### src/sv/mint_pkg.sv
// Shared types and constants for the motion intensity normalizer.
// No dependencies; every other file of the block refers to this package.

package mint_pkg;

    localparam int SAMPLE_BITS_DEF     = 16;
    localparam int DECAY_FRAC_BITS_DEF = 16;
    localparam int TIME_W              = 32;
    localparam int DECAY_W             = 16;
    localparam int REL_W               = 8;
    localparam int APB_ADDR_W          = 3;
    localparam int APB_DATA_W          = 32;

    localparam logic               ENABLE_RESET = 1'b1;
    localparam logic [DECAY_W-1:0] DECAY_RESET  = 16'd64880;
    localparam logic [REL_W-1:0]   REL_MAX      = 8'd255;

    typedef enum logic [0:0] {
        REG_ENABLE       = 1'b0,
        REG_DECAY_FACTOR = 1'b1
    } t_reg_idx;

    typedef enum logic [1:0] {
        DIV_JERK,
        DIV_SPIN,
        DIV_CHANGE
    } t_div_sel;

    typedef enum logic [3:0] {
        ST_IDLE,
        ST_SUM,
        ST_PEAK,
        ST_DIV_START,
        ST_DIV_WAIT,
        ST_MUL_HI,
        ST_MUL_LO,
        ST_DECAY,
        ST_DONE,
        ST_BYPASS
    } t_state;

    typedef struct packed {
        logic     load;
        logic     sum;
        logic     peak;
        logic     div_start;
        t_div_sel div_sel;
        logic     div_store;
        logic     mul_hi;
        logic     mul_lo;
        logic     decay;
        logic     out_load;
        logic     out_zero;
    } t_dp_cmd;

    typedef struct packed {
        logic div_done;
        logic out_free;
    } t_dp_status;

endpackage

### src/sv/mint_if.sv
// Handshake channels for input samples and results of the normalizer.
// Depends on mint_pkg for default widths.

interface mint_in_if #(
    parameter int SAMPLE_BITS = mint_pkg::SAMPLE_BITS_DEF
);
    logic                               valid;
    logic                               ready;
    logic        [mint_pkg::TIME_W-1:0] timestamp_ms;
    logic signed [SAMPLE_BITS-1:0]      gyro_y;
    logic signed [SAMPLE_BITS-1:0]      gyro_z;
    logic signed [SAMPLE_BITS-1:0]      accel_x;
    logic signed [SAMPLE_BITS-1:0]      accel_y;
    logic signed [SAMPLE_BITS-1:0]      accel_z;

    modport source (output valid, timestamp_ms, gyro_y, gyro_z, accel_x, accel_y, accel_z,
                    input ready);
    modport sink (input valid, timestamp_ms, gyro_y, gyro_z, accel_x, accel_y, accel_z,
                  output ready);
endinterface

interface mint_out_if #(
    parameter int SAMPLE_BITS = mint_pkg::SAMPLE_BITS_DEF
);
    logic                         valid;
    logic                         ready;
    logic                         updated;
    logic [mint_pkg::TIME_W-1:0]  elapsed_ms;
    logic [SAMPLE_BITS:0]         spin_speed;
    logic [SAMPLE_BITS:0]         jerk_level;
    logic [mint_pkg::REL_W-1:0]   relative_jerk;
    logic [mint_pkg::REL_W-1:0]   relative_spin;
    logic [mint_pkg::REL_W-1:0]   relative_spin_change;

    modport source (output valid, updated, elapsed_ms, spin_speed, jerk_level, relative_jerk,
                    relative_spin, relative_spin_change, input ready);
    modport sink (input valid, updated, elapsed_ms, spin_speed, jerk_level, relative_jerk,
                  relative_spin, relative_spin_change, output ready);
endinterface

### src/sv/motion_intensity_normalizer.sv
// Motion intensity normalizer top level: configuration registers, sequencer and datapath.
// Depends on mint_pkg, mint_if, mint_ctrl, mint_dp and mint_div.
// A processed item's result is loaded after three divisions on the shared 8-step divider
// (a zero or full-scale case skips the steps) and the spin peak decay; a disabled item's zero
// result is loaded directly. A new item is taken only after the last result has been loaded.
// Synchronous active-low reset clears all running state and peaks and restores the registers.

module motion_intensity_normalizer #(
    parameter int SAMPLE_BITS     = mint_pkg::SAMPLE_BITS_DEF,
    parameter int DECAY_FRAC_BITS = mint_pkg::DECAY_FRAC_BITS_DEF
) (
    input  logic                                i_clk,
    input  logic                                i_rst_n,
    mint_in_if.sink                             i_in,
    mint_out_if.source                          o_out,
    input  logic                                psel,
    input  logic                                penable,
    input  logic                                pwrite,
    input  logic [mint_pkg::APB_ADDR_W-1:0]     paddr,
    input  logic [mint_pkg::APB_DATA_W-1:0]     pwdata,
    output logic [mint_pkg::APB_DATA_W-1:0]     prdata,
    output logic                                pready
);

    localparam int DW = mint_pkg::APB_DATA_W;
    localparam int FW = mint_pkg::DECAY_W;

    logic                 r_enable;
    logic [FW-1:0]        r_decay;
    mint_pkg::t_reg_idx   w_idx;
    mint_pkg::t_dp_cmd    w_cmd;
    mint_pkg::t_dp_status w_status;

    assign w_idx  = mint_pkg::t_reg_idx'(paddr[2]);
    assign pready = 1'b1;

    always_ff @(posedge i_clk) begin
        if (!i_rst_n) begin
            r_enable <= mint_pkg::ENABLE_RESET;
            r_decay  <= mint_pkg::DECAY_RESET;
        end else if (psel && penable && pwrite) begin
            case (w_idx)
                mint_pkg::REG_ENABLE:       r_enable <= pwdata[0];
                mint_pkg::REG_DECAY_FACTOR: r_decay  <= pwdata[FW-1:0];
                default: begin
                end
            endcase
        end
    end

    always_comb begin
        case (w_idx)
            mint_pkg::REG_ENABLE:       prdata = {{(DW-1){1'b0}}, r_enable};
            mint_pkg::REG_DECAY_FACTOR: prdata = {{(DW-FW){1'b0}}, r_decay};
            default:                    prdata = '0;
        endcase
    end

    mint_ctrl u_ctrl (
        .i_clk      (i_clk),
        .i_rst_n    (i_rst_n),
        .i_in_valid (i_in.valid),
        .o_in_ready (i_in.ready),
        .i_enable   (r_enable),
        .i_status   (w_status),
        .o_cmd      (w_cmd)
    );

    mint_dp #(
        .SAMPLE_BITS     (SAMPLE_BITS),
        .DECAY_FRAC_BITS (DECAY_FRAC_BITS)
    ) u_dp (
        .i_clk                  (i_clk),
        .i_rst_n                (i_rst_n),
        .i_cmd                  (w_cmd),
        .o_status               (w_status),
        .i_decay                (r_decay),
        .i_timestamp_ms         (i_in.timestamp_ms),
        .i_gyro_y               (i_in.gyro_y),
        .i_gyro_z               (i_in.gyro_z),
        .i_accel_x              (i_in.accel_x),
        .i_accel_y              (i_in.accel_y),
        .i_accel_z              (i_in.accel_z),
        .o_valid                (o_out.valid),
        .i_ready                (o_out.ready),
        .o_updated              (o_out.updated),
        .o_elapsed_ms           (o_out.elapsed_ms),
        .o_spin_speed           (o_out.spin_speed),
        .o_jerk_level           (o_out.jerk_level),
        .o_relative_jerk        (o_out.relative_jerk),
        .o_relative_spin        (o_out.relative_spin),
        .o_relative_spin_change (o_out.relative_spin_change)
    );

endmodule

### src/sv/mint_div.sv
// Shared radix-2 divider giving floor(num * 255 / den) as an 8-bit value.
// Zero denominator gives 0 and num >= den gives 255. Depends on mint_pkg.

module mint_div #(
    parameter int DW = 33
) (
    input  logic                       i_clk,
    input  logic                       i_rst_n,
    input  logic                       i_start,
    input  logic [DW-1:0]              i_num,
    input  logic [DW-1:0]              i_den,
    output logic                       o_done,
    output logic [mint_pkg::REL_W-1:0] o_quot
);

    localparam int RW = mint_pkg::REL_W;

    logic                 r_busy;
    logic                 r_done;
    logic [2:0]           r_cnt;
    logic [DW-1:0]        r_rem;
    logic [DW-1:0]        r_den;
    logic [RW-1:0]        r_low;
    logic [RW-1:0]        r_quot;

    logic [DW+RW-1:0]     w_prod;
    logic [DW:0]          w_trial;
    logic                 w_fit;
    logic [DW:0]          w_diff;

    assign w_prod  = {i_num, {RW{1'b0}}} - {{RW{1'b0}}, i_num};
    assign w_trial = {r_rem, r_low[RW-1]};
    assign w_fit   = w_trial >= {1'b0, r_den};
    assign w_diff  = w_trial - {1'b0, r_den};

    always_ff @(posedge i_clk) begin
        if (!i_rst_n) begin
            r_busy <= 1'b0;
            r_done <= 1'b0;
            r_cnt  <= '0;
        end else begin
            r_done <= 1'b0;
            if (i_start) begin
                if (i_den == '0 || i_num >= i_den) begin
                    r_done <= 1'b1;
                end else begin
                    r_busy <= 1'b1;
                    r_cnt  <= 3'd7;
                end
            end else if (r_busy) begin
                r_cnt <= r_cnt - 3'd1;
                if (r_cnt == 3'd0) begin
                    r_busy <= 1'b0;
                    r_done <= 1'b1;
                end
            end
        end
    end

    always_ff @(posedge i_clk) begin
        if (i_start) begin
            r_den <= i_den;
            r_rem <= w_prod[DW+RW-1:RW];
            r_low <= w_prod[RW-1:0];
            if (i_den == '0) begin
                r_quot <= '0;
            end else if (i_num >= i_den) begin
                r_quot <= mint_pkg::REL_MAX;
            end else begin
                r_quot <= '0;
            end
        end else if (r_busy) begin
            r_rem  <= w_fit ? w_diff[DW-1:0] : w_trial[DW-1:0];
            r_low  <= {r_low[RW-2:0], 1'b0};
            r_quot <= {r_quot[RW-2:0], w_fit};
        end
    end

    assign o_done = r_done;
    assign o_quot = r_quot;

`ifndef SYNTHESIS
    a_no_start_busy: assert property (@(posedge i_clk) disable iff (!i_rst_n)
        i_start |-> !r_busy)
        else $error("divider started while busy");
    a_rem_bound: assert property (@(posedge i_clk) disable iff (!i_rst_n)
        r_busy |-> (r_rem < r_den))
        else $error("partial remainder reached the divisor");
    a_done_pulse: assert property (@(posedge i_clk) disable iff (!i_rst_n)
        r_done |=> !r_done)
        else $error("done held for more than one cycle");
`endif

endmodule

### src/sv/mint_dp.sv
// Datapath of the normalizer: sample capture, running state, peaks, decay
// multiplier, the shared divider and the result register. Depends on mint_pkg, mint_div.

module mint_dp #(
    parameter int SAMPLE_BITS     = mint_pkg::SAMPLE_BITS_DEF,
    parameter int DECAY_FRAC_BITS = mint_pkg::DECAY_FRAC_BITS_DEF
) (
    input  logic                              i_clk,
    input  logic                              i_rst_n,
    input  mint_pkg::t_dp_cmd                 i_cmd,
    output mint_pkg::t_dp_status              o_status,
    input  logic [mint_pkg::DECAY_W-1:0]      i_decay,
    input  logic [mint_pkg::TIME_W-1:0]       i_timestamp_ms,
    input  logic signed [SAMPLE_BITS-1:0]     i_gyro_y,
    input  logic signed [SAMPLE_BITS-1:0]     i_gyro_z,
    input  logic signed [SAMPLE_BITS-1:0]     i_accel_x,
    input  logic signed [SAMPLE_BITS-1:0]     i_accel_y,
    input  logic signed [SAMPLE_BITS-1:0]     i_accel_z,
    output logic                              o_valid,
    input  logic                              i_ready,
    output logic                              o_updated,
    output logic [mint_pkg::TIME_W-1:0]       o_elapsed_ms,
    output logic [SAMPLE_BITS:0]              o_spin_speed,
    output logic [SAMPLE_BITS:0]              o_jerk_level,
    output logic [mint_pkg::REL_W-1:0]        o_relative_jerk,
    output logic [mint_pkg::REL_W-1:0]        o_relative_spin,
    output logic [mint_pkg::REL_W-1:0]        o_relative_spin_change
);

    localparam int S   = SAMPLE_BITS;
    localparam int F   = DECAY_FRAC_BITS;
    localparam int VW  = S + 1;
    localparam int PW  = VW + F;
    localparam int AW  = (VW > F) ? VW : F;
    localparam int TW  = mint_pkg::TIME_W;
    localparam int DFW = mint_pkg::DECAY_W;
    localparam int RW  = mint_pkg::REL_W;

    function automatic logic [S-1:0] f_mag(input logic [S-1:0] v);
        f_mag = v[S-1] ? (~v + {{(S-1){1'b0}}, 1'b1}) : v;
    endfunction

    function automatic logic [VW-1:0] f_absdiff(input logic [VW-1:0] a, input logic [VW-1:0] b);
        f_absdiff = (a >= b) ? (a - b) : (b - a);
    endfunction

    logic [TW-1:0]  r_ts;
    logic [S-1:0]   r_gy;
    logic [S-1:0]   r_gz;
    logic [S-1:0]   r_ax;
    logic [S-1:0]   r_ay;
    logic [S-1:0]   r_az;

    logic [TW-1:0]  r_last_time;
    logic [VW-1:0]  r_last_accel;
    logic [VW-1:0]  r_last_spin;
    logic [VW-1:0]  r_peak_jerk;
    logic [VW-1:0]  r_peak_change;
    logic [PW-1:0]  r_peak_spin;

    logic [TW-1:0]  r_elapsed;
    logic [VW-1:0]  r_spin;
    logic [VW-1:0]  r_accel;
    logic [VW-1:0]  r_jerk;
    logic [VW-1:0]  r_change;
    logic [RW-1:0]  r_rel_jerk;
    logic [RW-1:0]  r_rel_spin;
    logic [RW-1:0]  r_rel_change;
    logic [PW-1:0]  r_prod_hi;
    logic [DFW-1:0] r_prod_lo;

    logic           r_out_valid;
    logic           r_out_updated;
    logic [TW-1:0]  r_out_elapsed;
    logic [VW-1:0]  r_out_spin;
    logic [VW-1:0]  r_out_jerk;
    logic [RW-1:0]  r_out_rel_jerk;
    logic [RW-1:0]  r_out_rel_spin;
    logic [RW-1:0]  r_out_rel_change;

    logic [VW-1:0]     w_jerk;
    logic [VW-1:0]     w_change;
    logic [PW-1:0]     w_spin_fx;
    logic [AW-1:0]     w_mul_a;
    logic [AW+DFW-1:0] w_mul;
    logic [PW-1:0]     w_div_num;
    logic [PW-1:0]     w_div_den;
    logic              w_div_done;
    logic [RW-1:0]     w_div_quot;

    assign w_jerk    = f_absdiff(r_accel, r_last_accel);
    assign w_change  = f_absdiff(r_spin, r_last_spin);
    assign w_spin_fx = {r_spin, {F{1'b0}}};
    assign w_mul_a   = i_cmd.mul_lo ? AW'(r_peak_spin[F-1:0]) : AW'(r_peak_spin[PW-1:F]);
    assign w_mul     = w_mul_a * i_decay;

    always_comb begin
        case (i_cmd.div_sel)
            mint_pkg::DIV_JERK: begin
                w_div_num = PW'(r_jerk);
                w_div_den = PW'(r_peak_jerk);
            end
            mint_pkg::DIV_SPIN: begin
                w_div_num = w_spin_fx;
                w_div_den = r_peak_spin;
            end
            mint_pkg::DIV_CHANGE: begin
                w_div_num = PW'(r_change);
                w_div_den = PW'(r_peak_change);
            end
            default: begin
                w_div_num = '0;
                w_div_den = '0;
            end
        endcase
    end

    mint_div #(
        .DW (PW)
    ) u_div (
        .i_clk   (i_clk),
        .i_rst_n (i_rst_n),
        .i_start (i_cmd.div_start),
        .i_num   (w_div_num),
        .i_den   (w_div_den),
        .o_done  (w_div_done),
        .o_quot  (w_div_quot)
    );

    always_ff @(posedge i_clk) begin
        if (i_cmd.load) begin
            r_ts <= i_timestamp_ms;
            r_gy <= i_gyro_y;
            r_gz <= i_gyro_z;
            r_ax <= i_accel_x;
            r_ay <= i_accel_y;
            r_az <= i_accel_z;
        end
        if (i_cmd.sum) begin
            r_elapsed <= r_ts - r_last_time;
            r_spin    <= {1'b0, f_mag(r_gy)} + {1'b0, f_mag(r_gz)};
            r_accel   <= {1'b0, f_mag(r_ax)} + {1'b0, f_mag(r_ay)} + {1'b0, f_mag(r_az)};
        end
        if (i_cmd.peak) begin
            r_jerk   <= w_jerk;
            r_change <= w_change;
        end
        if (i_cmd.div_store) begin
            case (i_cmd.div_sel)
                mint_pkg::DIV_JERK:   r_rel_jerk   <= w_div_quot;
                mint_pkg::DIV_SPIN:   r_rel_spin   <= w_div_quot;
                mint_pkg::DIV_CHANGE: r_rel_change <= w_div_quot;
                default: begin
                end
            endcase
        end
        if (i_cmd.mul_hi) begin
            r_prod_hi <= PW'(w_mul);
        end
        if (i_cmd.mul_lo) begin
            r_prod_lo <= DFW'(w_mul >> F);
        end
    end

    always_ff @(posedge i_clk) begin
        if (!i_rst_n) begin
            r_last_time   <= '0;
            r_last_accel  <= '0;
            r_last_spin   <= '0;
            r_peak_jerk   <= '0;
            r_peak_change <= '0;
            r_peak_spin   <= '0;
        end else begin
            if (i_cmd.sum) begin
                r_last_time <= r_ts;
            end
            if (i_cmd.peak) begin
                r_last_accel <= r_accel;
                r_last_spin  <= r_spin;
                if (w_jerk > r_peak_jerk) begin
                    r_peak_jerk <= w_jerk;
                end
                if (w_change > r_peak_change) begin
                    r_peak_change <= w_change;
                end
                if (w_spin_fx > r_peak_spin) begin
                    r_peak_spin <= w_spin_fx;
                end
            end
            if (i_cmd.decay) begin
                r_peak_spin <= r_prod_hi + PW'(r_prod_lo);
            end
        end
    end

    always_ff @(posedge i_clk) begin
        if (!i_rst_n) begin
            r_out_valid <= 1'b0;
        end else if (i_cmd.out_load) begin
            r_out_valid <= 1'b1;
        end else if (i_ready) begin
            r_out_valid <= 1'b0;
        end
    end

    always_ff @(posedge i_clk) begin
        if (i_cmd.out_load) begin
            if (i_cmd.out_zero) begin
                r_out_updated    <= 1'b0;
                r_out_elapsed    <= '0;
                r_out_spin       <= '0;
                r_out_jerk       <= '0;
                r_out_rel_jerk   <= '0;
                r_out_rel_spin   <= '0;
                r_out_rel_change <= '0;
            end else begin
                r_out_updated    <= 1'b1;
                r_out_elapsed    <= r_elapsed;
                r_out_spin       <= r_spin;
                r_out_jerk       <= r_jerk;
                r_out_rel_jerk   <= r_rel_jerk;
                r_out_rel_spin   <= r_rel_spin;
                r_out_rel_change <= r_rel_change;
            end
        end
    end

    assign o_status.div_done = w_div_done;
    assign o_status.out_free = !r_out_valid || i_ready;

    assign o_valid                = r_out_valid;
    assign o_updated              = r_out_updated;
    assign o_elapsed_ms           = r_out_elapsed;
    assign o_spin_speed           = r_out_spin;
    assign o_jerk_level           = r_out_jerk;
    assign o_relative_jerk        = r_out_rel_jerk;
    assign o_relative_spin        = r_out_rel_spin;
    assign o_relative_spin_change = r_out_rel_change;

endmodule

### src/sv/mint_ctrl.sv
// Sequencer of the normalizer: steps one item through sums, peak update,
// three divisions, spin peak decay and result hand-off, or a disabled item to a zeroed result. Depends on mint_pkg.

module mint_ctrl (
    input  logic                 i_clk,
    input  logic                 i_rst_n,
    input  logic                 i_in_valid,
    output logic                 o_in_ready,
    input  logic                 i_enable,
    input  mint_pkg::t_dp_status i_status,
    output mint_pkg::t_dp_cmd    o_cmd
);

    mint_pkg::t_state   r_state;
    mint_pkg::t_state   n_state;
    mint_pkg::t_div_sel r_div_sel;
    mint_pkg::t_div_sel n_div_sel;

    always_ff @(posedge i_clk) begin
        if (!i_rst_n) begin
            r_state   <= mint_pkg::ST_IDLE;
            r_div_sel <= mint_pkg::DIV_JERK;
        end else begin
            r_state   <= n_state;
            r_div_sel <= n_div_sel;
        end
    end

    always_comb begin
        n_state   = r_state;
        n_div_sel = r_div_sel;
        case (r_state)
            mint_pkg::ST_IDLE: begin
                if (i_in_valid) begin
                    n_state = i_enable ? mint_pkg::ST_SUM : mint_pkg::ST_BYPASS;
                end
            end
            mint_pkg::ST_SUM: begin
                n_state = mint_pkg::ST_PEAK;
            end
            mint_pkg::ST_PEAK: begin
                n_state   = mint_pkg::ST_DIV_START;
                n_div_sel = mint_pkg::DIV_JERK;
            end
            mint_pkg::ST_DIV_START: begin
                n_state = mint_pkg::ST_DIV_WAIT;
            end
            mint_pkg::ST_DIV_WAIT: begin
                if (i_status.div_done) begin
                    case (r_div_sel)
                        mint_pkg::DIV_JERK: begin
                            n_div_sel = mint_pkg::DIV_SPIN;
                            n_state   = mint_pkg::ST_DIV_START;
                        end
                        mint_pkg::DIV_SPIN: begin
                            n_div_sel = mint_pkg::DIV_CHANGE;
                            n_state   = mint_pkg::ST_DIV_START;
                        end
                        default: begin
                            n_state = mint_pkg::ST_MUL_HI;
                        end
                    endcase
                end
            end
            mint_pkg::ST_MUL_HI: begin
                n_state = mint_pkg::ST_MUL_LO;
            end
            mint_pkg::ST_MUL_LO: begin
                n_state = mint_pkg::ST_DECAY;
            end
            mint_pkg::ST_DECAY: begin
                n_state = mint_pkg::ST_DONE;
            end
            mint_pkg::ST_DONE, mint_pkg::ST_BYPASS: begin
                if (i_status.out_free) begin
                    n_state = mint_pkg::ST_IDLE;
                end
            end
            default: begin
                n_state = mint_pkg::ST_IDLE;
            end
        endcase
    end

    always_comb begin
        o_cmd         = '0;
        o_cmd.div_sel = r_div_sel;
        o_in_ready    = 1'b0;
        case (r_state)
            mint_pkg::ST_IDLE: begin
                o_in_ready = 1'b1;
                o_cmd.load = i_in_valid;
            end
            mint_pkg::ST_SUM: begin
                o_cmd.sum = 1'b1;
            end
            mint_pkg::ST_PEAK: begin
                o_cmd.peak = 1'b1;
            end
            mint_pkg::ST_DIV_START: begin
                o_cmd.div_start = 1'b1;
            end
            mint_pkg::ST_DIV_WAIT: begin
                o_cmd.div_store = i_status.div_done;
            end
            mint_pkg::ST_MUL_HI: begin
                o_cmd.mul_hi = 1'b1;
            end
            mint_pkg::ST_MUL_LO: begin
                o_cmd.mul_lo = 1'b1;
            end
            mint_pkg::ST_DECAY: begin
                o_cmd.decay = 1'b1;
            end
            mint_pkg::ST_DONE: begin
                o_cmd.out_load = i_status.out_free;
            end
            mint_pkg::ST_BYPASS: begin
                o_cmd.out_load = i_status.out_free;
                o_cmd.out_zero = 1'b1;
            end
            default: begin
            end
        endcase
    end

endmodule
### src/flat_wrapper.sv
// flat-port wrapper written by rule: the top's interface ports become plain ports
module motion_intensity_normalizer_flat 
#(
    parameter int SAMPLE_BITS     = mint_pkg::SAMPLE_BITS_DEF,
    parameter int DECAY_FRAC_BITS = mint_pkg::DECAY_FRAC_BITS_DEF
)
  (i_clk, i_rst_n, psel, penable, pwrite, paddr, pwdata, prdata, pready, i_in_valid, i_in_timestamp_ms, i_in_gyro_y, i_in_gyro_z, i_in_accel_x, i_in_accel_y, i_in_accel_z, i_in_ready, o_out_valid, o_out_updated, o_out_elapsed_ms, o_out_spin_speed, o_out_jerk_level, o_out_relative_jerk, o_out_relative_spin, o_out_relative_spin_change, o_out_ready);
  mint_in_if #(.SAMPLE_BITS(SAMPLE_BITS)) i_in_i ();
  mint_out_if #(.SAMPLE_BITS(SAMPLE_BITS)) o_out_i ();
  input  logic i_clk;
  input  logic i_rst_n;
  input  logic psel;
  input  logic penable;
  input  logic pwrite;
  input  logic [mint_pkg::APB_ADDR_W-1:0] paddr;
  input  logic [mint_pkg::APB_DATA_W-1:0] pwdata;
  output logic [mint_pkg::APB_DATA_W-1:0] prdata;
  output logic pready;
  input wire logic [$bits(i_in_i.valid)-1:0] i_in_valid;
  input wire logic [$bits(i_in_i.timestamp_ms)-1:0] i_in_timestamp_ms;
  input wire logic [$bits(i_in_i.gyro_y)-1:0] i_in_gyro_y;
  input wire logic [$bits(i_in_i.gyro_z)-1:0] i_in_gyro_z;
  input wire logic [$bits(i_in_i.accel_x)-1:0] i_in_accel_x;
  input wire logic [$bits(i_in_i.accel_y)-1:0] i_in_accel_y;
  input wire logic [$bits(i_in_i.accel_z)-1:0] i_in_accel_z;
  output wire logic [$bits(i_in_i.ready)-1:0] i_in_ready;
  output wire logic [$bits(o_out_i.valid)-1:0] o_out_valid;
  output wire logic [$bits(o_out_i.updated)-1:0] o_out_updated;
  output wire logic [$bits(o_out_i.elapsed_ms)-1:0] o_out_elapsed_ms;
  output wire logic [$bits(o_out_i.spin_speed)-1:0] o_out_spin_speed;
  output wire logic [$bits(o_out_i.jerk_level)-1:0] o_out_jerk_level;
  output wire logic [$bits(o_out_i.relative_jerk)-1:0] o_out_relative_jerk;
  output wire logic [$bits(o_out_i.relative_spin)-1:0] o_out_relative_spin;
  output wire logic [$bits(o_out_i.relative_spin_change)-1:0] o_out_relative_spin_change;
  input wire logic [$bits(o_out_i.ready)-1:0] o_out_ready;
  assign i_in_i.valid = i_in_valid;
  assign i_in_i.timestamp_ms = i_in_timestamp_ms;
  assign i_in_i.gyro_y = i_in_gyro_y;
  assign i_in_i.gyro_z = i_in_gyro_z;
  assign i_in_i.accel_x = i_in_accel_x;
  assign i_in_i.accel_y = i_in_accel_y;
  assign i_in_i.accel_z = i_in_accel_z;
  assign i_in_ready = i_in_i.ready;
  assign o_out_valid = o_out_i.valid;
  assign o_out_updated = o_out_i.updated;
  assign o_out_elapsed_ms = o_out_i.elapsed_ms;
  assign o_out_spin_speed = o_out_i.spin_speed;
  assign o_out_jerk_level = o_out_i.jerk_level;
  assign o_out_relative_jerk = o_out_i.relative_jerk;
  assign o_out_relative_spin = o_out_i.relative_spin;
  assign o_out_relative_spin_change = o_out_i.relative_spin_change;
  assign o_out_i.ready = o_out_ready;
  motion_intensity_normalizer #(.SAMPLE_BITS(SAMPLE_BITS), .DECAY_FRAC_BITS(DECAY_FRAC_BITS)) u_core (.i_clk(i_clk), .i_rst_n(i_rst_n), .i_in(i_in_i), .o_out(o_out_i), .psel(psel), .penable(penable), .pwrite(pwrite), .paddr(paddr), .pwdata(pwdata), .prdata(prdata), .pready(pready));
endmodule
### config.mk
export PLATFORM = sky130hd
export DESIGN_NAME = motion_intensity_normalizer_flat
export DESIGN_NICKNAME = d
export VERILOG_FILES = /design/src/sv/mint_pkg.sv /design/src/sv/mint_if.sv /design/src/sv/motion_intensity_normalizer.sv /design/src/sv/mint_div.sv /design/src/sv/mint_dp.sv /design/src/sv/mint_ctrl.sv /design/src/flat_wrapper.sv
export SDC_FILE = /design/constraint.sdc
export NUM_CORES = 2
export LEC_CHECK = 0
export ABC_AREA = 1
export BUFFER_PORTS_ARGS = -buffer_cell sky130_fd_sc_hd__buf_4
export CAP_MARGIN = 20
export CELL_PAD_IN_SITES_DETAIL_PLACEMENT = 0
export CELL_PAD_IN_SITES_GLOBAL_PLACEMENT = 1
export CORE_ASPECT_RATIO = 1.5
export CORE_UTILIZATION = 38
export DETAILED_ROUTE_END_ITERATION = 6
export GPL_TIMING_DRIVEN = 0
export PLACE_DENSITY = 0.68
export SLEW_MARGIN = 20
export SYNTH_ARGS = -nofsm -noshare
export SYNTH_HDL_FRONTEND = slang
export SYNTH_SLANG_ARGS = --single-unit
### constraint.sdc
create_clock -name i_clk -period 7.44 [get_ports i_clk]
set_clock_uncertainty 0.15 [all_clocks]
set_input_delay 1.116 -clock i_clk [delete_from_list [all_inputs] [get_ports i_clk]]
set_output_delay 1.116 -clock i_clk [all_outputs]
set_load 0.01 [all_outputs]
; ---- After elaboration in Yosys (flattened, before gate mapping)
; Index checks and enable logic that the tools add are counted.
[classes]
mux = 57
n_mul = 1
n_shift = 0
bitwise_logic = 6
div = 0
add_sub_neg = 17
eq_ne = 16
reduce_logical = 27
n_lt_le_gt_ge = 7
[ops]
columns = op, count
row1 = 33-bit 2-to-1 mux, 6
row2 = 33-bit case mux with 3 select lines, 2
row3 = 16-bit by 1-bit adder with 16-bit output (second input constant), 5
row4 = 16-bit 2-to-1 mux, 5
row5 = 16-bit inverter, 5
row6 = 17-bit subtractor, 4
row7 = 32-bit case mux with 2 select lines, 1
row8 = 17-bit 2-to-1 mux, 3
row9 = 8-bit 2-to-1 mux, 6
row10 = 41-bit by 33-bit subtractor with 41-bit output, 1
row11 = 4-bit case mux with 9 select lines, 1
row12 = 16-bit by 16-bit adder with 17-bit output, 2
row13 = 17-bit greater-or-equal comparator, 2
row14 = 34-bit by 33-bit greater-or-equal comparator with 1-bit output, 1
row15 = 17-bit greater-than comparator, 2
row16 = 33-bit by 16-bit adder with 33-bit output, 1
row17 = 33-bit greater-or-equal comparator, 1
row18 = 33-bit greater-than comparator, 1
row19 = 33-bit zero test, 1
row20 = 17-bit by 16-bit multiplier with 33-bit output, 1
row21 = 33-bit subtractor, 1
row22 = 32-bit subtractor, 1
row23 = 1-bit 2-to-1 mux, 22
row24 = 2-bit AND reduction, 9
row25 = 25 further kinds, 47
[totals]
elab_cells = 172
mem_count = 0
ramBits = 0
latch_bits = 0
mem_bits_ro = 0
regBits = 620

; ---- Longest topological paths before layout
[depth]
depth_word = 6
depth_mapped = 34
depth_no_buf = 31

; ---- By module
; A second synthesis with hierarchy kept.
[hier_totals]
cells_unflattened = 6570
hier_area_um2 = 50447.1
[modules_own_cells]
columns = module, instances, seq_area_each_um2, cells_per_inst, area_per_inst_um2
row1 = mint_dp, 1, 13973.4, 4721, 38871.0
row2 = mint_div, 1, 2562.5, 1631, 10146.0
row3 = motion_intensity_normalizer, 1, 340.3, 145, 962.2
row4 = mint_ctrl, 1, 120.1, 73, 467.9

; ---- Worst setup path before layout
; Ideal clock, no wire load.
[synth_timing]
path_kind = input port to flip-flop
start = in o_out_ready
end = reg u_core.u_dp.r_out_elapsed[0], in the netlist u_core.u_dp.o_elapsed_ms[0] (enable)
slack_ns = -0.684
arrival_time_ns = 7.321
setup_ns = 0.653
stages = 2
path_buffers = 0
cell_sequence = nor2_1 > nor3_1
[synth_lines]
columns = item, line
row1 = "start, declared", flat_wrapper.sv:35  ; input wire logic [$bits(o_out_i.ready)-1:0] o_out_ready;
row2 = "end signal, assigned", mint_dp.sv:218  ; r_out_elapsed <= r_elapsed;
row3 = "end, declared", mint_dp.sv:74  ; logic [TW-1:0] r_out_elapsed;

; ---- Worst setup path in the final report
[layout_timing]
start = reg u_core.u_ctrl.r_state[1]
end = reg u_core.u_dp.r_prod_lo[9] (data pin)
[layout_between]
elab_chain_cells = 4
[layout_rtl]
columns = item, line
row1 = "start, declared", mint_ctrl.sv:14  ; mint_pkg::t_state r_state;
row2 = "start signal, assigned", mint_ctrl.sv:21  ; r_state <= mint_pkg::ST_IDLE;
row3 = "start signal, assigned", mint_ctrl.sv:24  ; r_state <= n_state;
row4 = 4-bit by 3-bit equality test with 1-bit output, mint_ctrl.sv:89  ; case (r_state)
row5 = 1-bit 2-to-1 mux, mint_ctrl.sv:89
row6 = 17-bit 2-to-1 mux, mint_dp.sv:94  ; assign w_mul_a = i_cmd.mul_lo ? AW'(r_peak_spin[F-1:0]) : AW'(r_peak_spin[PW-1:F]);
row7 = 17-bit by 16-bit multiplier with 33-bit output, mint_dp.sv:95  ; assign w_mul = w_mul_a * i_decay;
row8 = named net u_core.u_dp.w_mul[25], mint_dp.sv:85  ; logic [AW+DFW-1:0] w_mul;
row9 = "end signal, assigned", mint_dp.sv:161  ; r_prod_lo <= DFW'(w_mul >> F);
row10 = "end, declared", mint_dp.sv:70  ; logic [DFW-1:0] r_prod_lo;
; The timed path passes the listed nets, and every way through them passes these cells.
; A chain may end at the register's enable or synchronous reset.

==> impl_metrics.yaml <==
critical_path:
  critPathLaunchType: "flop"
  required_ns: 7.76
  startpoint: "u_core.u_ctrl.r_state[1]"
  r2r-start: "u_core.u_ctrl.r_state[1]"
  path_class: "reg -> reg"
  critPathCaptureType: "flop"
  arrival_ns: 7.55
  critPathMaxFanout: 10
clock_network:
  clkTransAtPathRegs_ns: 0.06
  htree_levels: 3
  numCtsBuffers: 68
  ctsRootBufferMaster: "clkbuf_16"
  postCtsHoldBufs: 0
  clk_latency_ns: 0.68
  ctsLongestPathBuffers: 3
  cts_tree: "yes"
  numClockSinks: 620
finish:
  fin_nets: 7528
  fin_area_mm2: 0.05653
  drive_above_1_share_pct: 8.592
  area_growth_pct: 14.08
grt:
  grt_pass1_vias: 42710
  grt_usage_pct: 25.26
  grt-ovfl-total: 0
  grt_pass1_wl_mm: 252.6
  grt_max_degree: 50
  grt_antenna_before_repair: 2
yosys:
  synth_top_cell_by_area: "edfxtp_1"
  synth_compound_area_share_pct: 9.699
  synth_area_mm2: 0.04955
  synth-simple-area-share_pct: 22.34
  syn_avg_cell_area_um2: 7.762
  synth-seq-cells: 620
  synth-xor-area-share_pct: 3.623
  synth_top_area_share_pct: 27.75
  yosys_warnings: 0
  synthMuxAreaShare_pct: 0
  synthTopCellsByCount: "1466 x nand2_1, 1181 x inv_1, 680 x nor2_1, 458 x edfxtp_1, 453 x a21oi_1"
  ys_top_cells_by_area: "edfxtp_1 28%, nand2_1 11%, ha_1 10%, fa_1 9.4%, inv_1 8.9%"
  async_flop_share_pct: 0
  synth_cell_type_count: 57
  synth_flop_cell: "edfxtp_1"
  synth_top_family_by_area: "simple AND/OR/NAND/NOR gates"
  syn_inst: 6384
  synth_edf_count: 458
  ys_seq_area_share_pct: 34.30
  post-synth-top-count-cell: "nand2_1"
  synth_fa_ha_area_share_pct: 19.49
sta:
  setup_tns_ns: 0
  min_period_ns: 7.226
  finalSetupViolations: 0
  holdWs_ns: 0.3059
  slew_viol_final: 0
  hold_viol_final: 0
  fmax_mhz: 138.4
  relSlewSlack_pct: 31.30
  fin_crit_sh_pct: 97.12
  worstMarginPinSlew_ns: 1.020
  grt_setup_unrepaired: "no"
die:
  fp.coreArea_mm2: 0.1289
  fp.dieW_um: 296.8
  dieArea_mm2: 0.1319
  die_y_um: 444.3
  rows: 161
  pin_count: 280
  start_util_pct: 38.44
run_status:
  status: "completed"
place:
  io_buffers: 243
  placed_cell_area_mm2: 0.05392
  post-dp-hpwl_mm: 141.5
  gp_congestion: 0.9758
power:
  ir_worst_vdd_mv: 0.2039
  p_per_area_mw_per_mm2: 289.8
  leakagePower_uw: 0.02727
drt:
  drt_iter0_markers: 2544
  drcViolationCount: 0
  drtAntennaViolNets: 0
  drt_wl_total_mm: 167.9
  vias: 42060
  routedWlPerCell_um: 19.74
  drtPass1Iterations: 6
  viasPerCell: 4.942
min_path:
  min_path_type: "reg -> reg"
  hold_start: "u_core.u_dp.r_last_time[6]"
flow_run:
  maxCapViolations: 0
==> cell type report <==
type                    count  area, um2
multi-input cells        4427      27700
clock buffers              85       1787
plain buffers             148      735.7
diodes                      1      2.502
clock inverters            40      375.4
repair buffers            278       2268
flip-flops and latches    620      17000
inverters                1199       4521
fillers                 13270      72390
well taps                1711       2141
==> worst max-delay path, cell delays in order (launching register included) <==
cell,delay (ns)
dfxtp_4,0.39
inv_1,0.06
nor2_2,0.14
nand2_4,0.13
clkbuf_2,0.27
o21ai_4,0.38
clkbuf_4,0.36
nor2_1,0.09
fa_1,0.53
fa_1,0.53
fa_1,0.53
fa_1,0.54
fa_1,0.57
inv_1,0.06
fa_1,0.53
inv_1,0.04
ha_1,0.37
nand2_1,0.17
nor4_4,0.39
nand4_1,0.16
nand3_2,0.16
nand2_1,0.06
nand2_1,0.09
xor2_2,0.28
==> timing repair <==
| action | in CTS | in global routing |
|---|---|---|
| pin swaps | 6 | 4 |
| setup buffers | 15 | 2 |
| hold endpoints to repair | 0 | 0 |
| resized for setup | 59 | 32 |
| endpoints found under the setup margin | 36 | 33 |
==> metal layers <==
layer  up-vias  wire length [um]  global-route usage (%)
li1      21030                 -                       -
met1     19700             64850                   27.73
met2       980             87810                   47.63
met3       341              5865                   2.476
met4         0              9426                   13.22
met5         -                 0                       0
==> worst paths after layout <==
kind | endpoint | slack [ns] | depth (start not counted)
worst min register to register | u_core.u_dp.r_last_time[6] | 0.31 | 2
worst min-delay path | u_core.u_dp.r_last_time[6] | 0.31 | 2
worst max-delay path | u_core.u_dp.r_prod_lo[9] | 0.21 | 23
worst max register to register | u_core.u_dp.r_prod_lo[9] | 0.21 | 23
==> cell usage in the layout, fill, tap and decap left out, types with 46 or more instances in the layout <==
cell type and count:
a21oi_1 448, buf_4 287, clkbuf_1 102, clkbuf_16 69, dfxtp_1 161, edfxtp_1 458
fa_1 233, ha_1 396, inv_1 1174, nand2_1 1462, nand3_1 297, nand4_1 46
nor2_1 671, nor3_1 51, o21ai_0 306, xnor2_1 64, xor2_1 135
==> cell families (layout without fill, tap and decap cells) <==
family / count (synthesis) / count (layout)
xor+xnor: 205 / 205
buf+inv: 1352 / 1750
fa+ha+maj: 632 / 632
flops: 620 / 620
simple gates: 2674 / 2674
other cells: 2 / 18
compound gates: 899 / 899
==> sequential cells by signal, summed over array words and instances (netlist names), 32 cells and up <==
register	cells
u_core.u_dp.o_elapsed_ms	32
u_core.u_dp.r_elapsed	32
u_core.u_dp.r_last_time	32
u_core.u_dp.r_peak_spin	33
u_core.u_dp.r_prod_hi	33
u_core.u_dp.r_ts	32
u_core.u_dp.u_div.r_den	33
u_core.u_dp.u_div.r_rem	33
==> report_power, final <==
group	leakage (uW)	switching, uW	internal (uW)	total [uW]
sequential	0.00553	340	4520	4860
combinational	0.0207	5400	2800	8200
clock	0.00104	1540	1790	3330
total	0.0273	7280	9100	16400
==> stage by stage <==
stage | std cells | worst slack, ns | util (%) | power [uW]
after CTS | 8506 | 0.03522 | 43.76 | 16470
after floorplan | 6399 | 0.8547 | - | 10500
after global placement | 8353 | -1.988 | 41.56 | 12970
after detailed placement | 8371 | -1.243 | 41.83 | 13030
final | 8509 | 0.2142 | 43.85 | 16380
after global routing | 8509 | 0.003253 | 43.85 | 17730
Note: power is estimated with default switching activity, not from simulation.
